==> src/design/lzf_pkg.sv <==
// Shared types and constants for the LZF stream decompressor.
`default_nettype none
package lzf_pkg;

    localparam int unsigned WINDOW_DEPTH_DEF = 8192;
    localparam int unsigned LANE_BYTES_DEF   = 8;
    localparam int unsigned DIST_W           = 14;
    localparam int unsigned CNT_W            = 10;
    localparam int unsigned SIZE_W           = 32;
    localparam int unsigned OUT_W            = 64;
    localparam int unsigned FILL_W           = 4;

    // One decoded token handed from the parser to the copy engine.
    typedef struct packed {
        logic              is_match;
        logic              clear;
        logic [7:0]        lit;
        logic [DIST_W-1:0] back_off;
        logic [CNT_W-1:0]  cnt;
        logic              bad;
    } t_cmd;

endpackage
`default_nettype wire

==> src/design/lzf_cmd_fifo.sv <==
// Small command queue between the parser and the copy engine.
`default_nettype none
module lzf_cmd_fifo (
    input  wire logic          i_clk,
    input  wire logic          i_rst_n,
    input  wire logic          i_push,
    input  lzf_pkg::t_cmd      i_cmd,
    output logic               o_full,
    input  wire logic          i_pop,
    output lzf_pkg::t_cmd      o_cmd,
    output logic               o_valid
);

    localparam int unsigned DEPTH = 4;
    localparam int unsigned AW    = $clog2(DEPTH);

    lzf_pkg::t_cmd   r_mem [DEPTH];
    logic [AW-1:0]   r_wr, r_rd;
    logic [AW:0]     r_cnt;
    logic            do_push, do_pop;

    assign o_full  = (r_cnt == (AW+1)'(DEPTH));
    assign o_valid = (r_cnt != '0);
    assign o_cmd   = r_mem[r_rd];
    assign do_push = i_push && !o_full;
    assign do_pop  = i_pop && o_valid;

    always_ff @(posedge i_clk) begin
        if (do_push) begin
            r_mem[r_wr] <= i_cmd;
        end
    end

    always_ff @(posedge i_clk) begin
        if (!i_rst_n) begin
            r_wr  <= '0;
            r_rd  <= '0;
            r_cnt <= '0;
        end else begin
            if (do_push) begin
                r_wr <= r_wr + AW'(1);
            end
            if (do_pop) begin
                r_rd <= r_rd + AW'(1);
            end
            r_cnt <= r_cnt + (AW+1)'(do_push) - (AW+1)'(do_pop);
        end
    end

endmodule
`default_nettype wire

==> config.mk <==
export PLATFORM = sky130hd
export DESIGN_NAME = lzf_cmd_fifo
export DESIGN_NICKNAME = d
export VERILOG_FILES = /design/src/design/lzf_pkg.sv /design/src/design/lzf_cmd_fifo.sv
export SDC_FILE = /design/constraint.sdc
export NUM_CORES = 1
export LEC_CHECK = 0
export ABC_AREA = 1
export BUFFER_PORTS_ARGS = -buffer_cell sky130_fd_sc_hd__buf_4
export CAP_MARGIN = 20
export CORE_ASPECT_RATIO = 1.1
export CORE_MARGIN = 2
export CORE_UTILIZATION = 35
export CTS_CLUSTER_SIZE = 30
export DETAILED_ROUTE_END_ITERATION = 16
export GPL_TIMING_DRIVEN = 0
export PLACE_DENSITY_LB_ADDON = 0.12
export SETUP_SLACK_MARGIN = 0.1
export SKIP_CTS_REPAIR_TIMING = 1
export SLEW_MARGIN = 20
export SYNTH_ARGS = -nofsm -noshare
export SYNTH_HDL_FRONTEND = slang
export SYNTH_SLANG_ARGS = --single-unit
==> constraint.sdc <==
create_clock -name i_clk -period 3.67 [get_ports i_clk]
set_clock_uncertainty 0.05 [all_clocks]
set_input_delay 0.734 -clock i_clk [delete_from_list [all_inputs] [get_ports i_clk]]
set_output_delay 0.734 -clock i_clk [all_outputs]
set_load 0.03 [all_outputs]
# Yosys cells after proc, flatten, opt, wreduce, memory -nomap -nowiden
# Memory sizes are Yosys's and may differ from the RTL's. A register that Yosys moved wholly into a read port is not among the register bits.
# Index checks and enable logic that the tools add are counted.
[totals]
ff_bits = 7
ramBits = 140
input_bits = 39
wordCells = 17
mem_count = 1
[memory_table]
columns = ["memory", "words", "width", "read_ports", "rd_clocked_by_memory_dff", "write_ports", "line_no", "source"]
rows = [
  ["r_mem", 4, 35, 1, 1, 1, "lzf_cmd_fifo.sv:17", "lzf_pkg::t_cmd r_mem [DEPTH];"],
]
[classes]
n_addsub = 4
eq_ne = 1
n_mux = 4
n_reduce_logical = 4
[op_table]
columns = ["operator", "count"]
rows = [
  ["adder 2 x 1 -> 2 bit, second input constant", 2],
  ["two-way mux 2 bit", 2],
  ["adder 3 x 1 -> 3 bit", 1],
  ["equality test 3 bit, second input constant", 1],
  ["nonzero test 3 bit", 1],
  ["subtractor 3 x 1 -> 3 bit", 1],
  ["logical AND 1 bit", 2],
  ["two-way mux 1 bit", 2],
  ["logical NOT 1 bit", 1],
]

# Depth between registers and ports, before layout
# Gate-level depths: netlist of run 1.
[logic_depth]
ltp_word = 5
mapped_depth = 10
mapped_depth_nobuf = 10

# Worst setup path before layout of run 1
# No wires, ideal clock.
[synth_path]
path_type = "input port to flip-flop"
start = "input port i_push"
end = "memory r_mem[0][0] in the netlist's numbering (enable)"
setup_ns = 0.427
arrival_time_ns = 2.331
required_ns = 3.193
path_slack_ns = 0.862
path_stages = 2
n_path_buf = 0
path_cell_list = "nand2_1 -> nor2_1"
[synth_via]
elab_chain_len = 3
[synth_rtl]
columns = ["item", "line_no", "source"]
rows = [
  ["start: declaration", "lzf_cmd_fifo.sv:6", "input wire logic i_push,"],
  ["logical AND 1 bit", "lzf_cmd_fifo.sv:25", "assign do_push = i_push && !o_full;"],
  ["two-way mux 1 bit", "lzf_cmd_fifo.sv:29", "if (do_push) begin"],
  ["two-way mux 1 bit (implied by the code)", "lzf_cmd_fifo.sv:30", "r_mem[r_wr] <= i_cmd;"],
  ["end: declaration", "lzf_cmd_fifo.sv:17", ""],
]
# Every way passes these cells.

==> flow_summary.ini, run 1 <==
[global_routing]
antenna_found_initial = 0
grt_pass1_wl_um = 19900
grt_pass1_vias = 3577
grt_max_degree = 21
track_usage_pct = 15.8
grt-ovfl-total = 0

[synth]
synth_top_area_cell = edfxtp_1
async_flop_share_pct = 0
synth.area.top_cells = edfxtp_1 74%, nor2_1 5.4%, o21ai_0 4.4%
yosys.cell_count.top_type = edfxtp_1
yosysUniqueCellTypes = 18
synth_top_family_by_area = compound AO/OA/AOI/OAI gates
syn_nets = 450
ys_warn_count = 0
synth_common_cells = 140 x edfxtp_1, 82 x nor2_1, 50 x o21ai_0
synth_fa_ha_area_share_pct = 1.68
ys_ff_latch = 149
syn-mean-instance-area_um2 = 14.0
netlist.area_leader.share_pct = 74.3
synth-compound-area-share_pct = 10.8
syn-cell-area_um2 = 5660
synth_edf_count = 140
synth_top_flop_cell = edfxtp_1
synth_cells = 404
synth.area.mux_share_pct = 0
synthXorXnorAreaFrac_pct = 0
synthSimpleGateAreaFrac_pct = 6.57
ys_seq_area_share_pct = 77.5

[clocking]
cts_made_buffers = 17
clock-sinks = 149
cts_tree = done
cts-root-buf = clkbuf_16
cts_buffer_depth = 2
clk_pin_slew_ns = 0.06
clock_latency_ns = 0.42
cts_max_level = 4

[sta]
max_freq_ghz = 0.381
finalSetupViolCount = 0
setup_tns_ns = 0
fin_crit_ns = 2.62
period_share_pct = 71.5
tightest_slew_ns = 0.716
hold_viol = 0
rsz0062_at_grt = false
final_max_slew_viol_count = 0
relSlewSlack_pct = 52.1

[pwr]
p_int_w = 0.00358
p_leak_nw = 2.59
p_clk_share_pct = 30.3
p_sw_share_pct = 32.9
cellPowerDensity_nw_per_um2 = 746
p_seq_share_pct = 39.9
switching_power_w = 0.00176
p_total_w = 0.00534
irDropWorstVdd_mv = 0.246
combPwrFrac_pct = 29.8

[critical_path]
crit_fanout = 10
path_buf_inv = 3
criticalPathCategory = flop to output pin
endpoint_kind = output pin
critPathRequiredTime_ns = 2.89
slowest_stage = dfxtp_1
startpoint_type = flop
crit_chain = inv_2 > buf_2 > o21ai_0 > o22ai_1 > buf_4
arrival_ns = 1.84
max_stage_delay_ns = 0.41
crit_family = buffers and inverters

[drt]
drtPass1Iterations = 6
routedWlPerCell_um = 18.0
drc = 0
vias_per_cell = 4.88
antenna_left = 0
wl_um = 12900
num_vias = 3487
drtIter0Drc = 263

[die]
die_h_um = 137
ios = 76
dieWidth_um = 125
fp.coreArea_um2 = 15700
rows = 48
die_area_um2 = 17200
initial_utilization_pct = 36.0

[run]
max_cap_violations = 0

[hold_path]
hold_path.class = flop to flop

[place]
dpl.hpwl_um = 8050
port_buffers = 75
routabilityCongestion = 0.737
place_area_um2 = 6600

[final_layout]
nets = 548
drive_gt1_share_pct = 25.6
nFillCells = 1452
syn_to_final_growth_pct = 26.4
diodes = 0
design_area_um2 = 7150

[status]
status = finished clean
## power by group through the flow
stage	clock (W)	combinational, W	sequential [W]
floorplan	0	0.000964	0.00216
global placement	0	0.00154	0.00218
detailed placement	0	0.00162	0.00217
CTS	0.00164	0.00163	0.00213
global route	0.00172	0.00175	0.00215
finish	0.00162	0.00159	0.00213
## layout make-up
type	count	area (um^2)	share of cell area (%)
clock buffers	19	433	6.05
inverters	17	66.3	0.927
multi-input cells	217	1110	15.5
plain buffers	21	131	1.84
repair buffers	79	666	9.31
well taps	200	250	3.50
clock inverters	13	115	1.61
flip-flops and latches	149	4380	61.3
## metrics by stage
step | setup slack [ns] | hold WS (ns) | util, % | cells
2_1_floorplan | 0.862 | 0.398 | - | 404
3_3_place_gp | -0.632 | 0.416 | 41.1 | 679
3_5_place_dp | 1.14 | 0.435 | 42.0 | 683
4_1_cts | 0.974 | 0.446 | 45.5 | 715
5_1_grt | 0.863 | 0.445 | 45.5 | 715
6_report | 1.05 | 0.443 | 45.5 | 715
## tightest hold or removal path, stage by stage, from the launching register on
cell     delay [ns]
dfxtp_1        0.32
a21oi_1        0.05
nor2_1         0.08
## worst paths after layout
| path | to | depth (start not counted) | slack, ns | startpoint |
|---|---|---|---|---|
| worst min register to register | r_rd[0] | 2 | 0.44 | r_rd[0] |
| worst max register to register | r_cnt[2] | 10 | 1.30 | r_cnt[1] |
| worst max-delay path | o_cmd[2] | 5 | 1.05 | flop |
| worst min-delay path | r_rd[0] | 2 | 0.44 | r_rd[0] |
## placed cells by master (no fill, tap or decap), types with 4 or more instances in the layout
| cell type | n |
|---|---|
| edfxtp_1 | 140 |
| buf_2 | 12 |
| ha_1 | 6 |
| clkbuf_16 | 17 |
| clkinv_1 | 4 |
| dfxtp_1 | 9 |
| o21ai_0 | 50 |
| nand2_1 | 13 |
| o21ai_1 | 21 |
| nor2_1 | 78 |
| a21oi_1 | 4 |
| nor2_4 | 4 |
| clkinv_2 | 5 |
| inv_1 | 15 |
| o22ai_1 | 35 |
| buf_4 | 83 |
## cell families (layout without fill, tap and decap cells)
group	count (synthesis)	count (layout)
DFF	149	149
AOI/OAI and AO/OA	112	112
and+or+nand+nor	98	98
buffers and inverters	38	149
adders and majority gates	7	7
## registers in the layout (all words and copies together), names as in the netlist, named ones only
signal / flops
r_wr: 2
r_rd: 2
r_cnt: 3
r_mem: 140
## routing by layer
layer	part of all wire (%)	GRT usage [%]	routed length, um	vias to the layer above
met3	4.5	4.97	578	11
met4	1.2	4.81	150	0
met5	0	0	0	-
met2	49	26.2	6300	72
li1	-	-	-	1686
met1	45	20.0	5830	1718
No activity file was read; power rests on OpenSTA's default activity.
==> run 2, diff against run 1 <==
clock period = 2.4 ns   (was 3.67 ns; I/O delays follow)
==> run 2 against run 1 <==
Effect of this change: clock-buffer cell count did not move; routed wire length rose by 0.33%; critical path depth stayed put; cell area grew 0.61%; die area unchanged; sequential share of layout area decreased by 0.36 points.
==> flow_summary.ini, run 2 (same netlist as run 1, synthesis figures left out) <==
[clocking]
cts_made_buffers = 17
cts-root-buf = clkbuf_16
clock-sinks = 149
cts_max_level = 4
clk_pin_slew_ns = 0.06
clock_latency_ns = 0.42
cts_buffer_depth = 2
cts_tree = done

[sta]
setup_tns_ns = 0
hold_viol = 0
fin_crit_ns = 2.21
final_max_slew_viol_count = 0
rsz0062_at_grt = true
period_share_pct = 92.1
max_freq_ghz = 0.453
tightest_slew_ns = 0.712
finalSetupViolCount = 0
relSlewSlack_pct = 52.5

[critical_path]
criticalPathCategory = flop to output pin
arrival_ns = 1.68
crit_fanout = 10
crit_chain = buf_6 > buf_2 > nor2_1 > o22ai_1 > buf_4
slowest_stage = dfxtp_1
max_stage_delay_ns = 0.32
startpoint_type = flop
crit_family = buffers and inverters
endpoint_kind = output pin
critPathRequiredTime_ns = 1.87
path_buf_inv = 3

[final_layout]
nets = 548
largest_reg_flops = 140
final_cell_mix = 140 x edfxtp_1, 86 x buf_4, 77 x nor2_1
largestRegisters = r_mem x140, r_cnt x3
regMostFlops = r_mem
final_core_util_pct = 45.7
nFillCells = 1455
diodes = 0
syn_to_final_growth_pct = 27.2
final_common_cell = edfxtp_1
drive_gt1_share_pct = 26.6

[drt]
wl_um = 12900
drc = 0
vias_per_cell = 4.91
drtIter0Drc = 269
antenna_left = 0
routedWlPerCell_um = 18.0
num_vias = 3514
drtPass1Iterations = 6

[place]
dpl.hpwl_um = 8050
port_buffers = 75
routabilityCongestion = 0.737

[pwr]
cellPowerDensity_nw_per_um2 = 1140
irDropWorstVdd_mv = 0.380
p_leak_nw = 2.61
p_total_w = 0.00821

[die]
fp.coreArea_um2 = 15700
rows = 48
dieWidth_um = 125
die_area_um2 = 17200
initial_utilization_pct = 36.0
ios = 76
die_h_um = 137

[run]
max_cap_violations = 0

[global_routing]
antenna_found_initial = 0
grt_pass1_wl_um = 19900
grt-ovfl-total = 0
grt_pass1_vias = 3577
grt_max_degree = 21
track_usage_pct = 15.8

[hold_path]
hold_path.class = primary input to flop

[status]
status = finished clean
-- run 2: changes by cell type in the layout (fill, tap and decap cells not counted), sizes merged --
cell,before,now
clkbuf,19,22
buf,100,97
-- run 2: path summary, 6_finish.rpt --
check / startpoint / to / slack, ns / depth (start not counted)
worst max-delay path: flop / o_cmd[2] / 0.19 / 5
worst min-delay path: i_cmd[34] / r_mem[0][34] / 0.21 / 1
worst min register to register: r_rd[0] / r_rd[0] / 0.44 / 2
worst max register to register: r_cnt[1] / r_cnt[2] / 0.30 / 10
-- run 2: area by class of cell --
cell class / count / area [um^2] / area share, %
flip-flops and latches: 149 / 4390 / 60.9
multi-input cells: 217 / 1120 / 15.6
repair buffers: 79 / 666 / 9.25
clock buffers: 19 / 433 / 6.02
well taps: 200 / 250 / 3.48
plain buffers: 21 / 153 / 2.12
clock inverters: 13 / 115 / 1.60
inverters: 17 / 68.8 / 0.956
-- run 2: worst register-to-register path: stages, from the launching register on --
cell,delay (ns)
dfxtp_1,0.42
nor2_2,0.09
nand2_2,0.14
nand2_4,0.12
ha_1,0.31
inv_1,0.06
ha_1,0.13
inv_1,0.05
fa_1,0.38
o21ai_0,0.19
nor2_1,0.05
-- run 2: layer usage --
metal / vias to the layer above / global-route usage, % / routed length [um]
li1: 1690 / - / -
met3: 12 / 4.97 / 626
met2: 82 / 26.2 / 6330
met4: 0 / 4.81 / 147
met5: - / 0 / 0
met1: 1730 / 20.0 / 5800
-- run 2: power by group --
part	internal, W	switching [W]
clock network	0.00150	0.000965
registers	0.00317	0.0000939
logic	0.000835	0.00164
total	0.00551	0.00270
-- run 2: through the flow --
| step | hold slack [ns] | cells | cell area [um^2] | setup WS (ns) |
|---|---|---|---|---|
| 2_1_floorplan | 0.398 | 404 | 5660 | -0.289 |
| 3_3_place_gp | 0.416 | 679 | 6470 | -1.73 |
| 5_1_grt | 0.191 | 715 | 7200 | 0.0896 |
| 4_1_cts | 0.194 | 715 | 7150 | -0.0416 |
| 6_report | 0.210 | 715 | 7200 | 0.191 |
| 3_5_place_dp | 0.435 | 683 | 6600 | 0.0158 |
==> run 3, diff against run 2 <==
clock period = 2.6 ns   (was 2.4 ns; I/O delays follow)
==> run 3 against run 2 <==
Effect of this change: hold slack improved by 0.041 ns; sequential cell count did not move; utilization shrank 0.21 points; sequential share of layout area rose by 0.27 points; power down 8.1%; non-clock buffer count is the same; cell area down 0.47%; largest power group unchanged; register-to-register slack improved by 0.06 ns; routed wire length shrank 0.49%.
==> flow_summary.ini, run 3 (same netlist as run 1, synthesis figures left out) <==
[drt]
drtIter0Drc = 263
wl_um = 12800
antenna_left = 0
num_vias = 3494
drc = 0
routedWlPerCell_um = 18.0
vias_per_cell = 4.89
drtPass1Iterations = 6

[final_layout]
largestRegisters = r_mem x140, r_cnt x3
regMostFlops = r_mem
diodes = 0
regArea_um2 = 4380
design_area_um2 = 7160
drive_gt1_share_pct = 25.8
largest_reg_flops = 140
nFillCells = 1450
final_common_cell = edfxtp_1
multiInputGateArea_um2 = 1110
nets = 548
syn_to_final_growth_pct = 26.6
final_cell_mix = 140 x edfxtp_1, 83 x buf_4, 78 x nor2_1

[sta]
relSlewSlack_pct = 52.5
period_share_pct = 90.2
finalSetupViolCount = 0
fin_crit_ns = 2.34
max_freq_ghz = 0.427
setup_ws_ns = 0.255
hold_viol = 0
final_max_slew_viol_count = 0
rsz0062_at_grt = false
tightest_slew_ns = 0.711

[die]
rows = 48
ios = 76
dieWidth_um = 125
die_h_um = 137
fp.coreArea_um2 = 15700
initial_utilization_pct = 36.0
die_area_um2 = 17200

[clocking]
clk_pin_slew_ns = 0.06
cts_made_buffers = 17
cts_max_level = 4
clock-sinks = 149
cts_buffer_depth = 2
clock_latency_ns = 0.42
cts-root-buf = clkbuf_16
cts_tree = done

[critical_path]
crit_chain = buf_4 > o21ai_1 > o22ai_1 > buf_4
max_stage_delay_ns = 0.55
path_buf_inv = 2
criticalPathCategory = flop to output pin
startpoint_type = flop
endpoint_kind = output pin
reg2reg_slack_ns = 0.36
arrival_ns = 1.77
critPathRequiredTime_ns = 2.03
crit_fanout = 10
r2r-start = r_cnt[1]
slowest_stage = dfxtp_1
crit_family = flip-flops
path_common_cell = buf_4

[global_routing]
antenna_found_initial = 0
grt-ovfl-total = 0
grt_pass1_wl_um = 19900
grt_pass1_vias = 3577
grt_max_degree = 21
track_usage_pct = 15.8

[run]
max_cap_violations = 0

[place]
routabilityCongestion = 0.737
port_buffers = 75
place_area_um2 = 6600
dpl.hpwl_um = 8050
place_ws_ns = 0.216

[pwr]
p_total_w = 0.00754
irDropWorstVdd_mv = 0.348
cellPowerDensity_nw_per_um2 = 1050
p_leak_nw = 2.60

[hold_path]
hold_start = i_cmd[34]
hold_path.class = primary input to flop

[status]
status = finished clean
run 3: stage by stage:
stage,hold slack [ns],TNS (ns),std cells,util [%]
finish,0.251,0,715,45.5
global route,0.231,0,715,45.5
global placement,0.416,-207.87,679,41.1
floorplan,0.398,-12.42,404,-
CTS,0.234,0,715,45.5
detailed placement,0.435,0,683,42.0
run 3: cell type report:
| cell class | count | area share (%) |
|---|---|---|
| timing repair buffer | 79 | 9.29 |
| tap | 200 | 3.49 |
| buffer | 21 | 1.90 |
| clock inverter | 13 | 1.61 |
| sequential | 149 | 61.2 |
| multi-input combinational | 217 | 15.5 |
| inverter | 17 | 0.961 |
| clock buffer | 19 | 6.04 |
run 3: metal layers:
metal	wire length, um	vias up	GRT usage [%]	part of all wire (%)
met1	5770	1713	20.0	45
met3	623	11	4.97	4.9
li1	-	1688	-	-
met4	150	0	4.81	1.2
met5	0	-	0	0
met2	6300	82	26.2	49
run 3: worst paths after layout:
check                       to  cells after the start
setup / recovery      o_cmd[2]                      4
hold / removal    r_mem[0][34]                      1
setup reg to reg      r_cnt[2]                     10
hold reg to reg        r_rd[0]                      2
run 3: power by group:
part           switching (W)  total (W)  internal [W]  leakage [nW]
Sequential         0.0000817    0.00301       0.00293          1.36
Clock               0.000894    0.00228       0.00139         0.266
Combinational        0.00150    0.00225      0.000748         0.975
run 3: worst register-to-register path: stages (launching register included):
cell     delay, ns
dfxtp_1       0.35
nor2_1        0.17
nand2_1       0.18
nand2_2       0.24
ha_1          0.27
inv_1         0.06
ha_1          0.13
inv_1         0.05
fa_1          0.38
o21ai_0       0.19
nor2_1        0.05
