--- src/design/lzf_pkg.sv ---
// Shared types and constants for the LZF stream decompressor.
`default_nettype none
package lzf_pkg;

    localparam int unsigned WINDOW_DEPTH_DEF = 8192;
    localparam int unsigned LANE_BYTES_DEF   = 8;
    localparam int unsigned DIST_W           = 14;
    localparam int unsigned CNT_W            = 10;
    localparam int unsigned SIZE_W           = 32;
    localparam int unsigned OUT_W            = 64;
    localparam int unsigned FILL_W           = 4;

    // One decoded token handed from the parser to the copy engine.
    typedef struct packed {
        logic              is_match;
        logic              clear;
        logic [7:0]        lit;
        logic [DIST_W-1:0] back_off;
        logic [CNT_W-1:0]  cnt;
        logic              bad;
    } t_cmd;

endpackage
`default_nettype wire

--- src/design/lzf_front.sv ---
// Token parser: takes compressed bytes, tracks the output budget, issues commands.
`default_nettype none
module lzf_front (
    input  wire logic                          i_clk,
    input  wire logic                          i_rst_n,
    input  wire logic [lzf_pkg::SIZE_W-1:0]    i_output_size,
    input  wire logic                          i_valid,
    input  wire logic [7:0]                    i_in_byte,
    input  wire logic                          i_stream_start,
    output lzf_pkg::t_cmd                      o_cmd,
    output logic                               o_cmd_push
);

    localparam logic [1:0] PH_CONTROL  = 2'd0;
    localparam logic [1:0] PH_LITERAL  = 2'd1;
    localparam logic [1:0] PH_EXTEND   = 2'd2;
    localparam logic [1:0] PH_DISTANCE = 2'd3;

    logic [1:0]                   r_phase, n_phase;
    logic [5:0]                   r_left, n_left;
    logic [8:0]                   r_mlen, n_mlen;
    logic [4:0]                   r_dh, n_dh;
    logic [lzf_pkg::SIZE_W-1:0]   r_prod, n_prod;
    logic                         r_pclear, n_pclear;

    logic [1:0]                   e_phase;
    logic [lzf_pkg::SIZE_W-1:0]   e_prod;
    logic [lzf_pkg::SIZE_W-1:0]   rem;
    logic [lzf_pkg::DIST_W-1:0]   back_off;
    logic [lzf_pkg::CNT_W-1:0]    count;
    logic [lzf_pkg::CNT_W-1:0]    cnt;

    always_comb begin
        e_phase  = i_stream_start ? PH_CONTROL : r_phase;
        e_prod   = i_stream_start ? '0 : r_prod;
        rem      = i_output_size - e_prod;
        back_off = lzf_pkg::DIST_W'({r_dh, i_in_byte}) + lzf_pkg::DIST_W'(1);
        count    = lzf_pkg::CNT_W'(r_mlen) + lzf_pkg::CNT_W'(2);
        cnt      = (rem < lzf_pkg::SIZE_W'(count)) ? rem[lzf_pkg::CNT_W-1:0] : count;

        n_phase  = r_phase;
        n_left   = r_left;
        n_mlen   = r_mlen;
        n_dh     = r_dh;
        n_prod   = r_prod;
        n_pclear = r_pclear;
        o_cmd_push        = 1'b0;
        o_cmd.is_match    = 1'b0;
        o_cmd.clear       = r_pclear || i_stream_start;
        o_cmd.lit         = i_in_byte;
        o_cmd.back_off    = back_off;
        o_cmd.cnt         = cnt;
        o_cmd.bad         = lzf_pkg::SIZE_W'(back_off) > e_prod;

        if (i_valid) begin
            if (i_stream_start) begin
                n_phase  = PH_CONTROL;
                n_prod   = '0;
                n_pclear = 1'b1;
            end
            // finished stream: byte is dropped
            if (e_prod < i_output_size) begin
                case (e_phase)
                    PH_CONTROL: begin
                        if (i_in_byte < 8'h20) begin
                            n_left  = 6'(i_in_byte) + 6'd1;
                            n_phase = PH_LITERAL;
                        end else begin
                            n_mlen  = 9'(i_in_byte[7:5]);
                            n_dh    = i_in_byte[4:0];
                            n_phase = (i_in_byte[7:5] == 3'd7) ? PH_EXTEND : PH_DISTANCE;
                        end
                    end
                    PH_LITERAL: begin
                        o_cmd_push = 1'b1;
                        n_pclear   = 1'b0;
                        n_prod     = e_prod + lzf_pkg::SIZE_W'(1);
                        n_left     = r_left - 6'd1;
                        if (r_left == 6'd1) begin
                            n_phase = PH_CONTROL;
                        end
                    end
                    PH_EXTEND: begin
                        n_mlen  = r_mlen + 9'(i_in_byte);
                        n_phase = PH_DISTANCE;
                    end
                    default: begin
                        o_cmd_push     = 1'b1;
                        o_cmd.is_match = 1'b1;
                        n_pclear       = 1'b0;
                        n_prod         = e_prod + lzf_pkg::SIZE_W'(cnt);
                        n_phase        = PH_CONTROL;
                    end
                endcase
            end
        end
    end

    always_ff @(posedge i_clk) begin
        if (!i_rst_n) begin
            r_phase  <= PH_CONTROL;
            r_left   <= '0;
            r_mlen   <= '0;
            r_dh     <= '0;
            r_prod   <= '0;
            r_pclear <= 1'b1;
        end else begin
            r_phase  <= n_phase;
            r_left   <= n_left;
            r_mlen   <= n_mlen;
            r_dh     <= n_dh;
            r_prod   <= n_prod;
            r_pclear <= n_pclear;
        end
    end

endmodule
`default_nettype wire

--- config.mk ---
export PLATFORM = sky130hd
export DESIGN_NAME = lzf_front
export DESIGN_NICKNAME = d
export VERILOG_FILES = /design/src/design/lzf_pkg.sv /design/src/design/lzf_front.sv
export SDC_FILE = /design/constraint.sdc
export NUM_CORES = 1
export LEC_CHECK = 0
export BUFFER_PORTS_ARGS = -buffer_cell sky130_fd_sc_hd__clkbuf_2
export CORE_MARGIN = 8
export CORE_UTILIZATION = 55
export CTS_CLUSTER_SIZE = 8
export DETAILED_ROUTE_END_ITERATION = 8
export GPL_TIMING_DRIVEN = 1
export PLACE_DENSITY = 0.76
export SYNTH_ARGS = -nofsm -noshare
export SYNTH_HDL_FRONTEND = slang
export SYNTH_SLANG_ARGS = --single-unit
--- constraint.sdc ---
create_clock -name i_clk -period 27.5 [get_ports i_clk]
set_input_delay 5.5 -clock i_clk [delete_from_list [all_inputs] [get_ports i_clk]]
set_output_delay 5.5 -clock i_clk [all_outputs]
set_load 0.1 [all_outputs]
### Word level (Yosys, flattened, before mapping)

Cells that the tools add are included.

| storage, ports and cells | value |
|---|---|
| output and inout bits | 36 |
| word-level logic and storage cells | 57 |
| flip-flop bits (word level) | 55 |
| input bits | 44 |

| cells by class | value |
|---|---|
| add/sub/neg operators | 8 |
| reductions and logical operators | 9 |
| multiplexer cells | 23 |
| magnitude comparators | 4 |
| eq/ne operators | 6 |
| bitwise gates (word level) | 1 |

Operator list:

| cell | count |
|---|---|
| $mux W32 | 2 |
| $pmux W32 S2 | 1 |
| $add A32 B1 Y32 const B | 1 |
| $add A32 B10 Y32 | 1 |
| $gt A14 B32 Y1 | 1 |
| $lt A32 B10 Y1 | 1 |
| $lt A32 B32 Y1 | 1 |
| $sub A32 B32 Y32 | 1 |
| $pmux W9 S2 | 1 |
| $add A13 B1 Y14 const B | 1 |
| $pmux W6 S2 | 1 |
| $reduce_and A4 Y1 | 3 |
| $add A9 B2 Y10 const B | 1 |
| $mux W1 | 10 |
| $mux W10 | 1 |
| $add A9 B8 Y9 | 1 |
| $mux W9 | 1 |
| $lt A8 B6 Y1 const B | 1 |
| $mux W2 | 4 |
| $add A6 B1 Y6 const B | 1 |
| $eq A6 B1 Y1 const B | 1 |
| $mux W6 | 1 |
| $pmux W2 S3 | 1 |
| $sub A6 B1 Y6 const B | 1 |
| 10 further kinds | 12 |

### Logic depth before layout (Yosys ltp)

Gate-level depths: netlist (run 1).

| depth | value |
|---|---|
| word-level depth | 7 |
| mapped depth | 39 |
| gate-level depth less buffers | 34 |

### Worst setup path before layout (run 1)

Ideal clock, no wire load.

| timing path | value |
|---|---|
| path kind | input -> output |
| start point | input port i_stream_start |
| end point | output port o_cmd[10] (netlist bit) |
| required time | 22.000 ns |
| path slack | 10.298 ns |
| buffers on the path | 5 |
| arrival time | 11.702 ns |
| stages on the path | 25 |
| path through | clkinv_1 clkbuf_1 buf_1 buf_1 nand2_1 ha_1 a21oi_1 inv_1 o311a_4 o21ai_0 nand2b_1 xnor2_1 inv_1 ha_1 nor3_1 o21ai_0 nor4_1 o2111ai_1 nor4_1 and4_1 nand4_1 or4_1 clkbuf_1 buf_2 mux2i_1 |

RTL lines:

| item | line | text |
|---|---|---|
| start: declaration | lzf_front.sv:9 | `input wire logic i_stream_start,` |
| end: declaration | lzf_front.sv:10 | `output lzf_pkg::t_cmd o_cmd,` |

==> results of run 1 <==
==> layout make-up <==
cell class	instances	area, µm²	share of cell area [%]
clock buffer	6	129	1.72
clock inverter	2	60.1	0.802
sequential	55	1100	14.7
timing repair buffer	84	433	5.78
inverter	53	199	2.66
tap	172	215	2.87
multi-input combinational	794	5360	71.5
==> stage by stage <==
step / cell area [µm²] / cells / power [W] / util (%) / setup slack, ns
final: 7490 / 1166 / 0.000264 / 60.1 / 10.99
after detailed placement: 7300 / 1158 / 0.000183 / 58.6 / 11.07
after global placement: 7300 / 1158 / 0.000181 / 58.6 / 11.19
after floorplan: 6910 / 955 / 0.000162 / - / 10.30
after CTS: 7490 / 1166 / 0.000263 / 60.1 / 11.06
after global routing: 7490 / 1166 / 0.000276 / 60.1 / 10.56
==> power groups by stage <==
stage          sequential [W]  combinational, W  clock (W)
4_1_cts             0.0000837         0.0000974  0.0000824
3_3_place_gp        0.0000855         0.0000960          0
2_1_floorplan       0.0000845         0.0000776          0
6_report            0.0000838         0.0000987  0.0000812
3_5_place_dp        0.0000855         0.0000970          0
5_1_grt             0.0000840          0.000107  0.0000856
==> synth_stat cells, drive strengths merged (21+ instances only) <==
cell type / n / area (µm²)
nand2: 126 / 473
nor2: 97 / 364
ha: 78 / 976
a21oi: 67 / 339
dfxtp: 55 / 1100
inv: 52 / 195
o21ai: 45 / 225
nand3: 39 / 195
xnor2: 33 / 289
clkbuf: 31 / 116
mux2i: 29 / 290
buf: 22 / 139
nor3: 22 / 115
nand4: 21 / 131
==> logic make-up (layout without fill, tap and decap cells) <==
group / Yosys count / in the layout / synth area share (%)
compound gates: 238 / 238 / 23.3
fa+ha+maj: 81 / 81 / 15.0
flops: 55 / 55 / 15.9
mux: 39 / 39 / 6.26
buf+inv: 106 / 145 / 6.57
simple gates: 383 / 383 / 26.2
xor+xnor: 53 / 53 / 6.72
==> sequential cells by signal, summed over array words and instances (netlist names) <==
signal / count
r_mlen: 9
r_phase: 2
r_left: 6
r_pclear: 1
r_dh: 5
r_prod: 32
==> per-layer routing <==
layer  vias up  wire length, µm
met5         -                0
met4         0              368
met3        32             1680
met2       322             8820
met1      3276             9430
li1       3521                -
==> worst register-to-register path: cells and delay by family, from the launching register on <==
kind / cells / cell delay (ns)
multiplexers: 2 / 0.43
buffers and inverters: 3 / 0.40
XOR/XNOR: 1 / 0.25
AO/OA/AOI/OAI: 10 / 2.10
flip-flops: 1 / 0.36
AND/OR/NAND/NOR: 12 / 2.92
adder cells (fa/ha/maj): 5 / 1.40
==> path summary, 6_finish.rpt <==
kind | end | cells past startpoint | slack (ns) | start
setup / recovery | o_cmd[3] | 24 | 10.99 | i_stream_start
hold / removal | r_prod[7] | 2 | 0.46 | r_prod[7]
setup reg to reg | r_prod[28] | 33 | 19.57 | r_prod[0]
hold reg to reg | r_prod[7] | 2 | 0.46 | r_prod[7]
==> impl_results.md, run 1 <==
* Met1 usage at about a third
* CP required at between 20 and 25 ns
* CTS Buffer Depth at 2
* Switching share of total power at 37.6%
* Maximum capacitance violations at 0
* Number of hold buffers added after CTS at 0
* Worst-path maximum fanout at 44
* CTS Root Cell: clkbuf_16
* Warnings from Yosys at 0
* Comb pwr share at 37.4%
* Fin Hold WS at 0.460 ns
* Fillers at between 1000 and 1500
* Worst skew pair latency at 0.30 ns
* Vias at around 7000
* DRT Pass-1 Iters at 7
* Post-synth EDFFs at 0
* Die Footprint at 0.0164 mm²
* CP bufs+invs at 7
* Top Family by Delay on Critical Path: simple AND/OR/NAND/NOR gates
* Share of flip-flops with an asynchronous set or reset at 0%
* Placer Congestion at slightly below 1
* ANT nets after route at 0
* PD cells at 35.2 mW/mm²
* CTS HTree Levels at 2
* TritonCTS sink count at 55
* Slew Limit Fails at 0
* Vias in the first global route at approximately 6500
* Met3 GRT Util at under 10%
* Worst-path clk slew at ~0.070 ns
* Peak supply drop at 0.0315 mV
* Gr usage total at between 20% and 30%
* Post-Syn Area at about 0.007 mm²
* Post-CTS setup buffers at 0
* Startpoint types: primary input
* Setup Skew at slightly below 0.005 ns
* Part of the Yosys area used for sequential elements at about 16%
* Synth Instances at about 960
* Final HPWL DP at between 15 and 20 mm
* Setup TNS Final at 0 ns
* Global routing's busiest layer: met2
* Iteration-0 DRC Markers at between 800 and 900
* Area Growth Syn to Fin at 8.42%
* DRC errors left at 1
* Crit path cell chain: clkbuf_2 > clkinv_1 > buf_4 > nand2_1 > inv_1 > fa_1 > nand2b_1 > a21o_1 > a21o_1 > nand2_1 > xnor2_1 > inv_1 > ha_1 > a211oi_1 > a31oi_1 > nor4_1 > o2111ai_1 > nor4_1 > and4_1 > nand4_1 > or4_1 > buf_4 > mux2_4 > clkbuf_2
* Num CTS Buffers at 5
* Fin. Hold Viols at 0
* Relative slew slack at about a quarter
* Most frequent cells in the layout: 126 x nand2_1, 97 x nor2_1, 79 x clkbuf_2, 78 x ha_1, 66 x a21oi_1
* Worst slew pin tran at 1.14 ns
* Nature of the critical path endpoint: primary output
* Largest net degree at the start of global routing at 45
* Synth Net Count at 1080
* # port buffers at just under 80
* Minimum clock period at between 15 and 20 ns
* Power Internal at 0.000165 W
* Largest stage delay on the critical path at between 0.5 and 0.6 ns
* Total grt overflow at 0
* Commonest non-fill, non-tap cell in the layout: nand2_1
* Drt via density at 6.13
* Routed wire per std cell at about 17 µm
* Initial Utilization at approximately 55%
* #FFs+latches synth at 55
* Syn Area/Cell at just over 7 µm²
* Netlist cell types at 70
* Peak Freq at roughly 0.061 GHz
* Flop pwr share at between 30% and 40%
* Global-route wire length before repair at 32.5 mm
* Diodes inserted at 0
* Total Nets Final at between 1000 and 1500
* Failing checks: DRC
* Crit path DAT at between 10 and 15 ns
* Core box area at around 0.012 mm²
* Clock power share at between 30% and 40%
* Main flop type after synthesis: dfxtp_1
* Hold Path Class: reg -> reg
* Initial antenna violation count at 0
* Die Wd at approximately 130 µm
* Psw at between 0.00009 and 0.0001 W
* I/O pin count at 80
* Static Leak at about 3.3 nW
* Outcome: finished with violations
* Kind of critical path: in -> out
* RSZ-0062 raised after global routing: no
* Setup violators final at 0
* Share of cells above drive strength 1 at 12.1%
* Period utilization at between 60% and 70%
* CTS tree: built
* Routed wire length at slightly above 20 mm
* Global routing usage on met2 at between 30% and 40%
* FP Rows at 41
* Post-CTS resize count at 0
* CP max stage cell: or4_1
* Die Ht at ~130 µm
Power figures use the tool's default switching activity.
==> inputs of run 2 (changes only) <==
ABC_AREA = 1   (was unset)
PLACE_DENSITY = 0.75   (was 0.76)
clock period = 15.98 ns   (was 27.5 ns; I/O delays follow)
==> impl_results.md, run 2 <==
* Outcome: complete, no violations
* Worst-path maximum fanout at 24
* Most common cell in the netlist: nand2_1
* Global-route wire length before repair at between 40 and 50 mm
* # port buffers at 79
* Setup violators final at 0
* Design area at about 0.0087 mm²
* Routed wire per std cell at between 15 and 20 µm
* Largest stage delay on the critical path at between 0.6 and 0.7 ns
* Static Leak at ~4.7 nW
* Setup Skew at between 0.01 and 0.015 ns
* Nature of the critical path endpoint: primary output
* Placed cell areas at between 0.008 and 0.009 mm²
* CTS Buffer Depth at 2
* Gr usage total at 26.9%
* Num CTS Buffers at 5
* Core box area at 0.0144 mm²
* CTS HTree Levels at 2
* Area Growth Syn to Fin at 7.78%
* RSZ-0062 raised after global routing: no
* CP Launch Point: i_stream_start
* Total Nets Final at between 1500 and 2000
* Vias at a little over 9000
* Worst skew pair latency at ~0.31 ns
* Synth Instances at approximately 1500
* Fillers at about 1500
* CTS Root Cell: clkbuf_16
* Number of hold buffers added after CTS at 0
* Kind of critical path: in -> out
* TritonCTS sink count at 55
* #FFs+latches synth at 55
* Slew Limit Fails at 0
* Post-Syn Area at between 0.008 and 0.009 mm²
* Vias in the first global route at slightly above 8000
* Final HPWL DP at 21.1 mm
* Hold Path Class: reg -> reg
* Startpoint types: primary input
* I/O pin count at 80
* Commonest cells in the netlist: 456 x nand2_1, 252 x inv_1, 177 x nor2_1
* Netlist cell types at between 40 and 50
* Commonest non-fill, non-tap cell in the layout: nand2_1
* Initial Utilization at roughly 56%
* Fin. Hold Viols at 0
* Area of the multi-input gates at 0.00581 mm²
* DRC errors left at 0
* Crit path cell chain: clkbuf_2 > clkinv_1 > nand2_1 > inv_1 > fa_1 > inv_1 > nand2_1 > nand3_1 > xor2_1 > ha_1 > inv_1 > nor3_1 > a211oi_1 > a21oi_1 > nor2_1 > nand2_1 > nor2_2 > nand2_2 > nand2_1 > nand2_1 > inv_1 > clkbuf_2
* Top Family by Delay on Critical Path: buffers and inverters
* Die Ht at 137 µm
* Placer Congestion at 0.977
* Utilization after layout at 60.3%
* Routed wire length at ~26 mm
* Tot Pwr at approximately 0.00049 W
* Relative slew slack at between 40 and 50%
* Die Wd at roughly 140 µm
* Iteration-0 DRC Markers at roughly 760
* ANT nets after route at 0
* Max reg flops at 32
* Most frequent cells in the layout: 456 x nand2_1, 252 x inv_1, 177 x nor2_1, 90 x a21oi_1, 81 x nand3_1
* Synth Net Count at between 1500 and 2000
* Synth area leaders: nand2_1 21%, dfxtp_1 14%, ha_1 12%, inv_1 12%, nor2_1 8.2%
* PD cells at 55.8 mW/mm²
* Post-CTS resize count at 0
* Setup TNS Final at 0 ns
* Worst slew pin tran at ~0.86 ns
* Period utilization at between 70% and 80%
* Diodes inserted at 0
* Die Footprint at about 0.019 mm²
* Post-CTS setup buffers at 0
* Peak supply drop at approximately 0.048 mV
* Post-synth EDFFs at 0
* Sequential cell area at approximately 0.0011 mm²
* Minimum clock period at about 11 ns
* Share of flip-flops with an asynchronous set or reset at 0%
* Crit path DAT at ~8 ns
* Area leader, netlist: nand2_1
* Yosys top cell area share at around a fifth
* Maximum capacitance violations at 0
* CP bufs+invs at 7
* Share of cells above drive strength 1 at slightly below 10%
* Main flop type after synthesis: dfxtp_1
* DRT Pass-1 Iters at 5
* Largest net degree at the start of global routing at 40
* CTS tree: built
* Initial antenna violation count at 0
* Syn Area/Cell at ~5.6 µm²
* Drt via density at roughly 5.4
* CP dominant cell by count: nand2_1
* Worst-path clk slew at roughly 0.070 ns
* Top Registers: r_prod: 32 flops, r_mlen: 9 flops, r_left: 6 flops
* Hold Startpoint: r_prod[16]
* FP Rows at 44
* CP max stage cell: clkinv_1
* Part of the Yosys area used for sequential elements at a little over an eighth
* Register with the most flip-flops: r_prod
* CP required at between 10 and 15 ns
* Peak Freq at between 0.08 and 0.09 GHz
* Warnings from Yosys at 0
* Total grt overflow at 0
* R2R Path Start: r_prod[15]
-- run 2: cell types whose count changed after synthesis, moves of 12 or more --
cell / before / now
inv_1: 52 / 252
a21oi_1: 66 / 90
a21o_1: 20 / 0
nor2_1: 97 / 177
clkbuf_1: 31 / 15
nand2_1: 126 / 456
nand3_1: 39 / 81
nor2_2: 0 / 13
nor2b_1: 12 / 0
mux2i_1: 29 / 0
o21a_1: 15 / 2
xnor2_1: 33 / 9
-- run 2: per-layer routing --
| layer | global-route usage, % | up-vias | part of all wire [%] | routed length (µm) |
|---|---|---|---|---|
| met1 | 35.6 | 4070 | 45 | 11500 |
| met2 | 43.9 | 369 | 44 | 11400 |
| met4 | 7.66 | 0 | 2.0 | 500 |
| li1 | - | 4660 | - | - |
| met5 | 0 | - | 0 | 0 |
| met3 | 4.66 | 36 | 8.8 | 2250 |
-- run 2: layout make-up --
class / count / share of cell area [%]
multi-input cells: 1102 / 66.8
well taps: 184 / 2.65
inverters: 265 / 11.4
clock inverters: 3 / 0.317
repair buffers: 81 / 4.72
flip-flops and latches: 55 / 12.7
clock buffers: 5 / 1.44
-- run 2: worst paths after layout --
kind | endpoint | slack, ns | depth (start not counted)
setup / recovery | o_cmd[3] | 4.79 | 22
hold / removal | r_prod[16] | 0.47 | 2
setup reg to reg | r_prod[18] | 9.80 | 31
hold reg to reg | r_prod[16] | 0.47 | 2
-- run 2: worst reg2reg max path: cells and delay by family, from the launching register on --
family | cells | cell delay [ns]
flip-flops | 1 | 0.36
XOR/XNOR | 1 | 0.16
AO/OA/AOI/OAI | 1 | 0.56
AND/OR/NAND/NOR | 22 | 3.58
buffers and inverters | 4 | 0.36
adder cells (fa/ha/maj) | 3 | 1.03
-- run 2: report_power, final --
part,switching [W],internal (W),total [W],leakage (nW)
Clock,0.0000599,0.0000598,0.000120,0.0719
Sequential,0.00000469,0.000142,0.000146,0.447
Combinational,0.000160,0.0000595,0.000219,4.14
-- run 2: stage by stage --
stage          instances  setup slack [ns]  hold WS (ns)
2_1_floorplan       1453              4.66         0.433
3_3_place_gp        1687              5.06         0.444
3_5_place_dp        1687              4.87         0.454
4_1_cts             1695              4.87         0.468
5_1_grt             1695              4.43         0.489
6_report            1695              4.79         0.472
-- run 2: kinds of logic (layout without fill, tap and decap cells) --
group | Yosys count | count (layout) | synth area share, %
AO/OA/AOI/OAI | 172 | 172 | 12.0
XOR/XNOR | 40 | 40 | 4.34
adder cells (fa/ha/maj) | 81 | 81 | 12.8
buffers and inverters | 296 | 354 | 14.4
flip-flops | 55 | 55 | 13.6
AND/OR/NAND/NOR | 809 | 809 | 42.8
==> inputs of run 3 (changes only) <==
PLACE_DENSITY = 0.78   (was 0.75)
clock period = 9.3 ns   (was 15.98 ns; I/O delays follow)
==> impl_results.md, run 3 (same netlist as run 2, synthesis figures left out) <==
* Outcome: complete, no violations
* CTS Root Cell: clkbuf_16
* Num CTS Buffers at 5
* Diodes inserted at 0
* Worst reg-to-reg setup slack at about 3.4 ns
* Global-route wire length before repair at approximately 40 mm
* Area Growth Syn to Fin at 8.05%
* I/O pin count at 80
* Maximum capacitance violations at 0
* Hold Path Class: reg -> reg
* Setup Skew at between 0.01 and 0.015 ns
* Slew Limit Fails at 0
* RSZ-0062 raised after global routing: no
* Vias in the first global route at around 8100
* Post-CTS setup buffers at 0
* Worst slew pin tran at just over 0.9 ns
* Die Ht at roughly 140 µm
* FP Rows at 44
* Drt via density at roughly 5.4
* Commonest non-fill, non-tap cell in the layout: nand2_1
* Setup violators final at 0
* Crit path cell chain: clkbuf_2 > clkinv_1 > nand2_1 > inv_1 > fa_1 > inv_1 > nand2_1 > nand3_1 > xor2_1 > ha_1 > inv_1 > nor3_1 > a211oi_1 > a21oi_1 > nor2_1 > nand2_1 > nor2_2 > nand2_2 > nand2_1 > nand2_2 > inv_2 > clkbuf_2
* Gr usage total at around a quarter
* Kind of critical path: in -> out
* PD cells at roughly 96 mW/mm²
* CP bufs+invs at 7
* Top Registers: r_prod: 32 flops, r_mlen: 9 flops, r_left: 6 flops
* R2R Path Start: r_prod[15]
* WHS Endpoint: r_prod[24]
* Crit path DAT at approximately 6.3 ns
* DRC errors left at 0
* CP required at 7.44 ns
* Core box area at approximately 0.014 mm²
* CTS HTree Levels at 2
* CP max stage cell: clkinv_1
* Startpoint types: primary input
* Max reg flops at 32
* Worst-path clk slew at about 0.080 ns
* Initial antenna violation count at 0
* Worst skew pair latency at ~0.32 ns
* Nature of the critical path endpoint: primary output
* Share of cells above drive strength 1 at between 10% and 20%
* Number of hold buffers added after CTS at 0
* Fin. Hold Viols at 0
* Top Family by Delay on Critical Path: simple AND/OR/NAND/NOR gates
* Largest stage delay on the critical path at roughly 0.48 ns
* Minimum clock period at approximately 8.1 ns
* Final HPWL DP at 20.9 mm
* TritonCTS sink count at 55
* Hold Startpoint: r_prod[24]
* Largest net degree at the start of global routing at 40
* Worst reg2reg endpoint: r_prod[22]
* Most frequent cells in the layout: 456 x nand2_1, 252 x inv_1, 177 x nor2_1, 90 x a21oi_1, 81 x nand3_1
* Static Leak at approximately 4.7 nW
* Worst-path maximum fanout at 17
* Total Nets Final at 1637
* CTS Buffer Depth at 2
* Routed wire length at roughly 25 mm
* DRT Pass-1 Iters at 5
* Total grt overflow at 0
* Fin Hold WS at approximately 0.47 ns
* Initial Utilization at 55.9%
* # port buffers at 79
* Vias at ~9000
* Peak Freq at between 0.1 and 0.15 GHz
* CP dominant cell by count: nand2_1
* Die Footprint at about 0.019 mm²
* Worst Hold Path Cells at 2
* Worst-case reg-to-reg path depth at 31
* Iteration-0 DRC Markers at 930
* Setup TNS Final at 0 ns
* ANT nets after route at 0
* Post-CTS resize count at 0
* Period utilization at 87.2%
* CTS tree: built
* Die Wd at about 140 µm
* Routed wire per std cell at between 10 and 15 µm
* Placer Congestion at between 0.9 and 1
* Register with the most flip-flops: r_prod
* Peak supply drop at roughly 0.097 mV
* Relative slew slack at between 30% and 40%
-- run 3: changes by cell type in the layout (fill, tap and decap cells not counted), sizes merged --
cell      previous run  this run
clkinvlp             1         0
buf                  2         4
clkinv               4         5
-- run 3: final cells by class --
cell class                      instances  area, µm²
Tap cell                              184        230
Inverter                              265        995
Sequential cell                        55       1100
Fill cell                            1519       5710
Clock buffer                            5        125
Multi-Input combinational cell       1102       5810
Clock inverter                          3       33.8
Timing Repair Buffer                   83        425
-- run 3: worst register-to-register path: cells and delay by family (launching register included) --
family	cells	cell delay (ns)
AO/OA/AOI/OAI	2	0.50
flip-flops	1	0.36
buffers and inverters	3	0.31
AND/OR/NAND/NOR	24	3.78
adder cells (fa/ha/maj)	2	0.88
-- run 3: how the worst max path moves through the flow --
stage,startpoint,endpoint,cells after the start
global placement,i_stream_start,o_cmd[2],22
floorplan,i_in_byte[1],o_cmd[0],16
CTS,i_stream_start,o_cmd[2],22
finish,i_stream_start,o_cmd[2],22
detailed placement,i_stream_start,o_cmd[2],22
global route,i_stream_start,o_cmd[2],22
-- run 3: per-layer routing --
metal / wire length (µm) / vias to the layer above / global-route usage (%)
met3: 1970 / 57 / 5.36
met4: 784 / 0 / 9.96
met1: 11400 / 4105 / 34.9
li1: - / 4650 / -
met2: 11100 / 348 / 42.5
met5: 0 / - / 0
-- run 3: power breakdown --
part | switching [W] | internal (W) | leakage [nW]
clock | 0.000107 | 0.000104 | 0.0772
sequential | 0.00000806 | 0.000244 | 0.447
combinational | 0.000273 | 0.000103 | 4.15
total | 0.000388 | 0.000451 | 4.67
-- run 3: through the flow --
stage	total power (W)	setup WS (ns)	instances	util (%)	instance area, µm²
floorplan	0.000545	0.655	1453	-	8070
finish	0.000838	1.19	1697	60.4	8720
CTS	0.000839	1.28	1697	60.4	8720
global route	0.000887	0.883	1697	60.4	8720
global placement	0.000623	1.48	1689	59.3	8560
detailed placement	0.000627	1.29	1689	59.3	8560
